$ cat src/sv/rshd_ram.sv
// Generic single-port-write, single-port-read RAM with registered read data.
module rshd_ram #(
    parameter int WIDTH = 8,
    parameter int DEPTH = 16
) (
    input  logic                     aclk,
    input  logic                     we,
    input  logic [$clog2(DEPTH)-1:0] waddr,
    input  logic [WIDTH-1:0]         wdata,
    input  logic [$clog2(DEPTH)-1:0] raddr,
    output logic [WIDTH-1:0]         rdata
);
    logic [WIDTH-1:0] mem [DEPTH];

    // Write and registered read.
    always_ff @(posedge aclk) begin
        if (we) begin
            mem[waddr] <= wdata;
        end
        rdata <= mem[raddr];
    end
endmodule

$ cat config.mk
export PLATFORM = sky130hd
export DESIGN_NAME = rshd_ram
export DESIGN_NICKNAME = d
export VERILOG_FILES = /design/src/sv/rshd_ram.sv
export SDC_FILE = /design/constraint.sdc
export NUM_CORES = 1
export LEC_CHECK = 0
export ABC_AREA = 1
export BUFFER_PORTS_ARGS = -buffer_cell sky130_fd_sc_hd__buf_2
export CAP_MARGIN = 40
export CELL_PAD_IN_SITES_DETAIL_PLACEMENT = 0
export CELL_PAD_IN_SITES_GLOBAL_PLACEMENT = 1
export CORE_MARGIN = 2
export CORE_UTILIZATION = 52
export CTS_CLUSTER_SIZE = 10
export DETAILED_ROUTE_END_ITERATION = 8
export MAX_ROUTING_LAYER = met4
export PLACE_DENSITY_LB_ADDON = 0.12
export REMOVE_ABC_BUFFERS = 1
export SLEW_MARGIN = 0
export SYNTH_ARGS = -nofsm -noshare
export SYNTH_HDL_FRONTEND = slang
export SYNTH_SLANG_ARGS = --single-unit
$ cat constraint.sdc
create_clock -name aclk -period 1.75 [get_ports aclk]
set_input_delay 0.35 -clock aclk [delete_from_list [all_inputs] [get_ports aclk]]
set_output_delay 0.35 -clock aclk [all_outputs]
set_load 0.005 [all_outputs]
Word-level counts from Yosys, hierarchy flattened. Memory sizes are Yosys's and may differ from the RTL's. A register that Yosys moved wholly into a read port is not among the register bits. Index checks and enable logic that the tools add are counted.

Memories: 1. Input port bits: 18. Output and inout port bits: 8. Word-level logic and storage cells: 3. Bits in registers: 0. Memory bits (writable): 128.

Memories: mem (depth 16, bits a word 8, read ports 1, clocked after Yosys merged registers in 1, write ports 1, RTL line 13) `logic [WIDTH-1:0] mem [DEPTH];`.

Multiplexer cells: 2.

Operators by type and width (number): $mux W1 (2).

Longest topological paths before layout. Gate-level depths: netlist (run 1).

Depth in word-level cells: 2. Depth in mapped cells: 8. Depth with buffers taken out: 7.

Least setup slack after synthesis (run 1). Ideal clock, no wire load.

Kind: input port to flip-flop. From: in waddr[2]. To: mem mem[10][0] (enable). Path buffers: 0. Data required time: 1380 ps. Cell stages on the path: 2. Arrival time: 931 ps. Slack: 449 ps. Library setup time: 370 ps. Path through: nand3b_1 -> nor2_1.

RTL lines: from (decl) (RTL line 8) `input logic [$clog2(DEPTH)-1:0] waddr,`; to (decl) (RTL line 13).

Straight into the memory's write port.

Worst setup path after layout (run 1).
From: reg rdata[4], read port of mem. To: out rdata[4].

RTL lines: from (decl) (RTL line 11) `output logic [WIDTH-1:0] rdata`.

No word-level cell between the ends.

==> results of run 1 <==
[per-stage QoR]
stage	power [µW]	area (µm²)	cells	hold WS [ns]
2_1_floorplan	3930	5600	527	0.449
3_3_place_gp	4170	6090	715	0.628
3_5_place_dp	4170	6090	715	0.647
4_1_cts	8020	6740	747	0.183
5_1_grt	8250	6740	747	0.182
6_report	8000	6740	747	0.203
[cell usage after synthesis]
cell type	number	area [µm²]
buf_4	4	30.0
nand2_1	173	649
edfxtp_1	128	3840
dfxtp_1	8	160
buf_2	13	65.1
buf_1	1	3.75
nor2_1	17	63.8
nand3b_1	2	15.0
nand3_1	97	485
inv_2	2	7.51
inv_1	100	375
buf_6	6	67.6
[layer usage]
layer,vias to the layer above,wire length [µm],track usage [%]
li1,1858,-,-
met1,1811,5820,35.4
met2,136,6150,36.2
met3,17,926,5.87
met4,0,209,7.59
met5,-,0,-
[cell type report]
cell class | instances | area (µm²)
fillers | 870 | 4100
clock inverters | 8 | 164
flip-flops and latches | 136 | 4000
inverters | 102 | 383
multi-input cells | 289 | 1210
repair buffers | 48 | 310
well taps | 140 | 175
clock buffers | 24 | 490
[path summary, 6_finish.rpt]
check | from | end | slack, ns
max | rdata[4] | rdata[4] | 0.40
max reg2reg | mem[15][3] | rdata[3] | 0.73
min | raddr[3] | rdata[0] | 0.20
min reg2reg | mem[11][6] | rdata[6] | 0.67
[logic make-up after synthesis]
logic type             after synthesis
and+or+nand+nor                    289
DFF                                136
buffers and inverters              126
[report_power, final]
group / internal [µW] / switching (µW) / total, µW
Sequential: 3640 / 21.6 / 3660
Combinational: 132 / 308 / 441
Clock: 2640 / 1250 / 3890
Total: 6410 / 1580 / 8000
[sequential cells by signal, summed over array words and instances, names as in the netlist]
name / flops
rdata: 8
mem: 128
==> flow_summary.toml, run 1 <==
[global_routing]
grt_pass1_wl_um = 20300
antenna_found_initial = 0
grt_overflow = 0
grt_pass1_vias = 3597
grt_usage_pct = 24.9
grt_max_degree = 65

[timing]
fmax_mhz = 739
setup_tns_ns = 0
rsz0062_at_grt = "false"
finalWorstSetupSlack_ns = 0.397
drv_slew = 0
finalCriticalPeriod_ns = 1.35
finalHoldViolations = 0
fin_skew_ns = 0.00292
finalSetupViolCount = 0
worst_pin_slew_ns = 0.685
relSlewSlack_pct = 54.3
period_share_pct = 77.3

[pwr]
power_density_nw_per_um2 = 1190
max-vdd-ir-drop_mv = 0.649
p_leak_uw = 0.00296

[cells_and_area]
num_antenna_cells = 0
final_cell_mix = "nand2_1 (173), edfxtp_1 (128), inv_1 (100), nand3_1 (97), buf_2 (25)"
drive_gt1_share_pct = 13.0
syn_to_final_growth_pct = 16.9
final_common_cell = "nand2_1"
nets = 612
fin_util_pct = 62.2

[clock_network]
cts_max_path_buffers = 2
postCtsSetupRepairBufs = 0
htree_num_levels = 4
cts.repair.resized = 0
cts_hold_buf = 0
cts_root_buf = "clkbuf_8"
insertion_delay_ns = 0.52
path_clk_slew_ns = 0.06
numCtsBuffers = 17
numClockSinks = 136
cts_tree = "built"

[routing]
totalWireLength_um = 13100
drc = 0
wire_per_inst_um = 17.6
drtIter0Drc = 278
num_vias = 3822
dr.pass1.iters = 5
drtAntennaViolNets = 0
via_per_inst = 5.12

[worst_setup_path]
crit_buf_inv = 1
critical_path.slowest_cell = "dfxtp_1"
worstRegToRegCells = 6
required_ns = 1.40
slowest_delay_ns = 0.35
crit_cells = 1
critPathLaunchType = "flip-flop"
cp.arrival_ns = 1.00
cp-end-kind = "output pin"
path_max_fanout = 1
path_cells = "buf_2"
crit_family = "flip-flops"
criticalPathCategory = "reg -> out"

[placement]
port-buffer-count = 25
post-dp-hpwl_um = 7620
pre_cts_slack_ns = 0.205
routabilityCongestion = 0.831

[synth]
yosysSeqAreaShare_pct = 69.4
synth-xor-area-share_pct = 0
synthAdderAreaFrac_pct = 0
ys_ff_latch = 136
synthSimpleGateAreaFrac_pct = 21.0
synth_cells = 551
synth_compound_area_share_pct = 0
synth.area.mux_share_pct = 0
ys_warn_count = 0
yosysUniqueCellTypes = 12
synth_top_family_by_area = "simple AND/OR/NAND/NOR gates"
avgSynthCellArea_um2 = 10.5
syn_area_um2 = 5770

[outcome]
status = "finished clean"

[floorplanning]
die_w_um = 109
io_pins = 26
core-area_um2 = 10800
dieArea_um2 = 11900
start_util_pct = 53.2
num_rows = 38
die_y_um = 109

[min_path]
hp-class = "in -> reg"
holdPathStages = 3

[flow_run]
maxCapViolCount = 0
No activity file was read; power rests on OpenSTA's default activity.
==> run 2, diff against run 1 <==
Settings changed: CORE_UTILIZATION 52 to 49.
Clock period 1.75 ns to 1.39 ns, I/O delays scaled along.
==> run 2 against run 1 <==
  * Non-clock buffer count grew 2
  * Final cell count grew 0.67%
  * Register-to-register slack lost 0.36 ns
  * Total power grew 15%
  * Clock power grew 3%
  * Hold slack gained 0.035 ns
  * Critical endpoint is now rdata[2]
  * Largest power group is now registers
==> flow_summary.toml, run 2 (synthesis gave the netlist of run 1 again) <==
[pwr]
p_leak_uw = 0.00294
max-vdd-ir-drop_mv = 0.824
power_density_nw_per_um2 = 1370

[clock_network]
cts_hold_buf = 0
cts_max_path_buffers = 2
cts.repair.resized = 0
insertion_delay_ns = 0.41
cts_root_buf = "clkbuf_16"
numCtsBuffers = 17
postCtsSetupRepairBufs = 0
path_clk_slew_ns = 0.05
cts_tree = "built"
htree_num_levels = 4
numClockSinks = 136

[placement]
post-dp-hpwl_um = 7930
routabilityCongestion = 0.814
port-buffer-count = 25
placed_cell_area_um2 = 6180
dp_cells = 720

[worst_setup_path]
r2r_start = "mem[13][3]"
required_ns = 1.11
path_max_fanout = 1
critical_path.slowest_cell = "dfxtp_1"
crit_path_start = "rdata[2]"
criticalPathCategory = "reg -> out"
path_cells = "buf_2"
critPathLaunchType = "flip-flop"
crit_family = "flip-flops"
slowest_delay_ns = 0.37
crit_buf_inv = 1
cp-end-kind = "output pin"
cp.arrival_ns = 0.91

[cells_and_area]
num_antenna_cells = 0
final_common_cell = "nand2_1"
largest-register = "mem"
syn_to_final_growth_pct = 16.3
largest_reg_flops = 128
reg_top3 = "mem (128), rdata (8)"
final_cell_mix = "nand2_1 (173), edfxtp_1 (128), inv_1 (100), nand3_1 (97), buf_2 (25)"
nets = 614
finalNonFillerCells = 752
postLayoutCellArea_um2 = 6710
drive_gt1_share_pct = 13.1

[floorplanning]
die_y_um = 112
io_pins = 26
num_rows = 39
start_util_pct = 50.3
dieArea_um2 = 12700
core-area_um2 = 11500
die_w_um = 112

[timing]
finalHoldViolations = 0
finalSetupViolCount = 0
finalCriticalPeriod_ns = 1.19
whs_ns = 0.238
fin_skew_ns = 0.00544
rsz0062_at_grt = "false"
period_share_pct = 85.8
worst_pin_slew_ns = 0.368
fmax_mhz = 838
relSlewSlack_pct = 75.4
setup_tns_ns = 0
drv_slew = 0

[global_routing]
grt_pass1_vias = 3594
grt_overflow = 0
antenna_found_initial = 0
grt_usage_pct = 22.4
grt_max_degree = 41
grt_pass1_wl_um = 20200

[min_path]
hold_path_startpoint = "raddr[3]"
hp-class = "in -> reg"

[routing]
drtIter0Drc = 227
via_per_inst = 4.90
drc = 0
num_vias = 3687
wire_per_inst_um = 16.9
drtAntennaViolNets = 0
totalWireLength_um = 12700
dr.pass1.iters = 5

[outcome]
status = "finished clean"

[flow_run]
maxCapViolCount = 0
-- run 2: final cells by class --
class                   count  area [µm²]
well taps                 143         179
inverters                 102         383
fillers                   981        4760
flip-flops and latches    136        4000
clock buffers              21         440
clock inverters            11        85.1
multi-input cells         289        1210
repair buffers             50         400
-- run 2: through the flow --
stage,power (µW),worst slack [ns],utilization [%]
2_1_floorplan,4940,0.132,-
3_3_place_gp,5290,0.0223,53.9
3_5_place_dp,5290,0.0209,53.9
4_1_cts,9280,0.162,58.5
5_1_grt,9520,0.176,58.5
6_report,9190,0.197,58.5
-- run 2: path summary, 6_finish.rpt --
kind	endpoint	cells after the start	slack, ns
worst min-delay path	rdata[2]	3	0.24
worst max register to register	rdata[3]	6	0.37
worst max-delay path	rdata[2]	1	0.20
worst min register to register	rdata[6]	6	0.67
-- run 2: per-layer routing --
layer | vias up | share of wire [%] | track usage, %
met5 | - | 0 | -
met4 | 0 | 1.9 | 8.13
met3 | 20 | 5.8 | 5.83
met2 | 95 | 46 | 32.4
met1 | 1708 | 47 | 30.9
li1 | 1864 | - | -
-- run 2: where the power goes --
part	switching, µW	internal [µW]
logic	394	194
clock network	1560	2420
registers	28.6	4590
total	1990	7200
==> run 3, diff against run 2 <==
==> constraint.sdc (replaced) <==
create_clock -name aclk -period 1.39 [get_ports aclk]
set_input_delay 0.139 -clock aclk [delete_from_list [all_inputs] [get_ports aclk]]
set_output_delay 0.139 -clock aclk [all_outputs]
set_load 0.005 [all_outputs]
==> run 3 against run 2 <==
  * Final cell count unchanged
  * First-iteration DRC count grew 19%
  * Critical path depth did not move
  * Clock skew rose by 0.0014 ns
  * Combinational power down 2%
  * Sequential power about the same
  * Clock power grew 15%
  * Clock-buffer cell count decreased by 4
  * Largest power group unchanged
  * Critical path type unchanged
  * Core utilization grew 0.51 points
  * Final area grew 0.88%
  * Hold slack worse by 0.15 ns
  * Sequential cell count did not move
==> flow_summary.toml, run 3 (synthesis gave the netlist of run 1 again) <==
[pwr]
power_density_nw_per_um2 = 1440
max-vdd-ir-drop_mv = 1.13
finalPower_uw = 9770
p_leak_uw = 0.00296

[cells_and_area]
reg_top3 = "mem (128), rdata (8)"
final_common_cell = "nand2_1"
num_antenna_cells = 0
largest-register = "mem"
nFillCells = 962
drive_gt1_share_pct = 13.3
postLayoutCellArea_um2 = 6760
largest_reg_flops = 128
syn_to_final_growth_pct = 17.3
nets = 614
final_cell_mix = "nand2_1 (173), edfxtp_1 (128), inv_1 (100), nand3_1 (97), buf_2 (25)"

[global_routing]
antenna_found_initial = 0
grt_pass1_vias = 3708
grt_usage_pct = 23.2
grt_max_degree = 42
grt_pass1_wl_um = 20900
grt_overflow = 0

[clock_network]
cts_tree = "built"
cts_max_path_buffers = 2
numClockSinks = 136
postCtsSetupRepairBufs = 0
cts_hold_buf = 0
htree_num_levels = 4
path_clk_slew_ns = 0.06
insertion_delay_ns = 0.41
numCtsBuffers = 17
cts.repair.resized = 0
cts_root_buf = "clkbuf_16"

[floorplanning]
start_util_pct = 50.3
core-area_um2 = 11500
dieArea_um2 = 12700
io_pins = 26
die_y_um = 112
die_w_um = 112
num_rows = 39

[placement]
port-buffer-count = 25
placed_cell_area_um2 = 6150
post-dp-hpwl_um = 8070
routabilityCongestion = 0.833
pre_cts_slack_ns = 0.151

[timing]
rsz0062_at_grt = "false"
drv_slew = 0
worst_pin_slew_ns = 0.374
setup_tns_ns = 0
finalSetupViolCount = 0
finalHoldViolations = 0
finalWorstSetupSlack_ns = 0.333
finalCriticalPeriod_ns = 1.06
whs_ns = 0.0855
relSlewSlack_pct = 75.1
fin_skew_ns = 0.00682
period_share_pct = 76.0
fmax_mhz = 946

[routing]
drtAntennaViolNets = 0
wire_per_inst_um = 17.3
drtIter0Drc = 270
drc = 0
dr.pass1.iters = 4
num_vias = 3736
via_per_inst = 4.97
totalWireLength_um = 13000

[min_path]
holdPathStages = 3
hp-class = "in -> reg"

[worst_setup_path]
cp-end-kind = "output pin"
crit_buf_inv = 1
critical_path.slowest_cell = "dfxtp_1"
path_max_fanout = 1
criticalPathCategory = "reg -> out"
cp.arrival_ns = 0.92
slowest_delay_ns = 0.37
crit_family = "flip-flops"
required_ns = 1.25
critPathLaunchType = "flip-flop"
crit_cells = 1
worstRegToRegCells = 6
path_cells = "buf_2"

[flow_run]
maxCapViolCount = 0

[outcome]
status = "finished clean"
==> run 3: cell count changes in the layout (fill, tap and decap cells not counted), moves of 3 or more <==
cell	delta
clkbuf_1	-4
clkinv_2	-4
bufinv_16	+3
clkinv_1	+3
==> run 3: power by group <==
part | switching [µW] | internal [µW] | total (µW)
combinational | 391 | 186 | 576
sequential | 35.3 | 4590 | 4620
clock | 1610 | 2970 | 4580
==> run 3: final cells by class <==
cell class | count | area (µm²) | share of cell area, %
clock inverter | 15 | 184 | 2.72
tap | 143 | 179 | 2.65
multi-input combinational | 289 | 1210 | 17.9
sequential | 136 | 4000 | 59.2
clock buffer | 17 | 425 | 6.29
timing repair buffer | 50 | 375 | 5.55
inverter | 102 | 383 | 5.66
==> run 3: final timing paths <==
| path | startpoint | end | slack (ns) |
|---|---|---|---|
| worst max-delay path | rdata[6] | rdata[6] | 0.33 |
| worst max register to register | mem[1][4] | rdata[4] | 0.37 |
| worst min-delay path | raddr[3] | rdata[5] | 0.09 |
| worst min register to register | mem[11][7] | rdata[7] | 0.67 |
==> run 3: per-layer routing <==
metal,track usage [%],wire [µm],part of all wire (%)
met1,32.9,6140,47
met2,33.5,5950,46
met3,3.94,628,4.8
met4,9.67,314,2.4
met5,-,0,0
==> run 3: metrics by stage <==
step | cells | utilization, %
after global routing | 752 | 59.0
final | 752 | 59.0
after CTS | 752 | 59.0
after floorplan | 527 | -
after global placement | 720 | 53.7
after detailed placement | 720 | 53.7
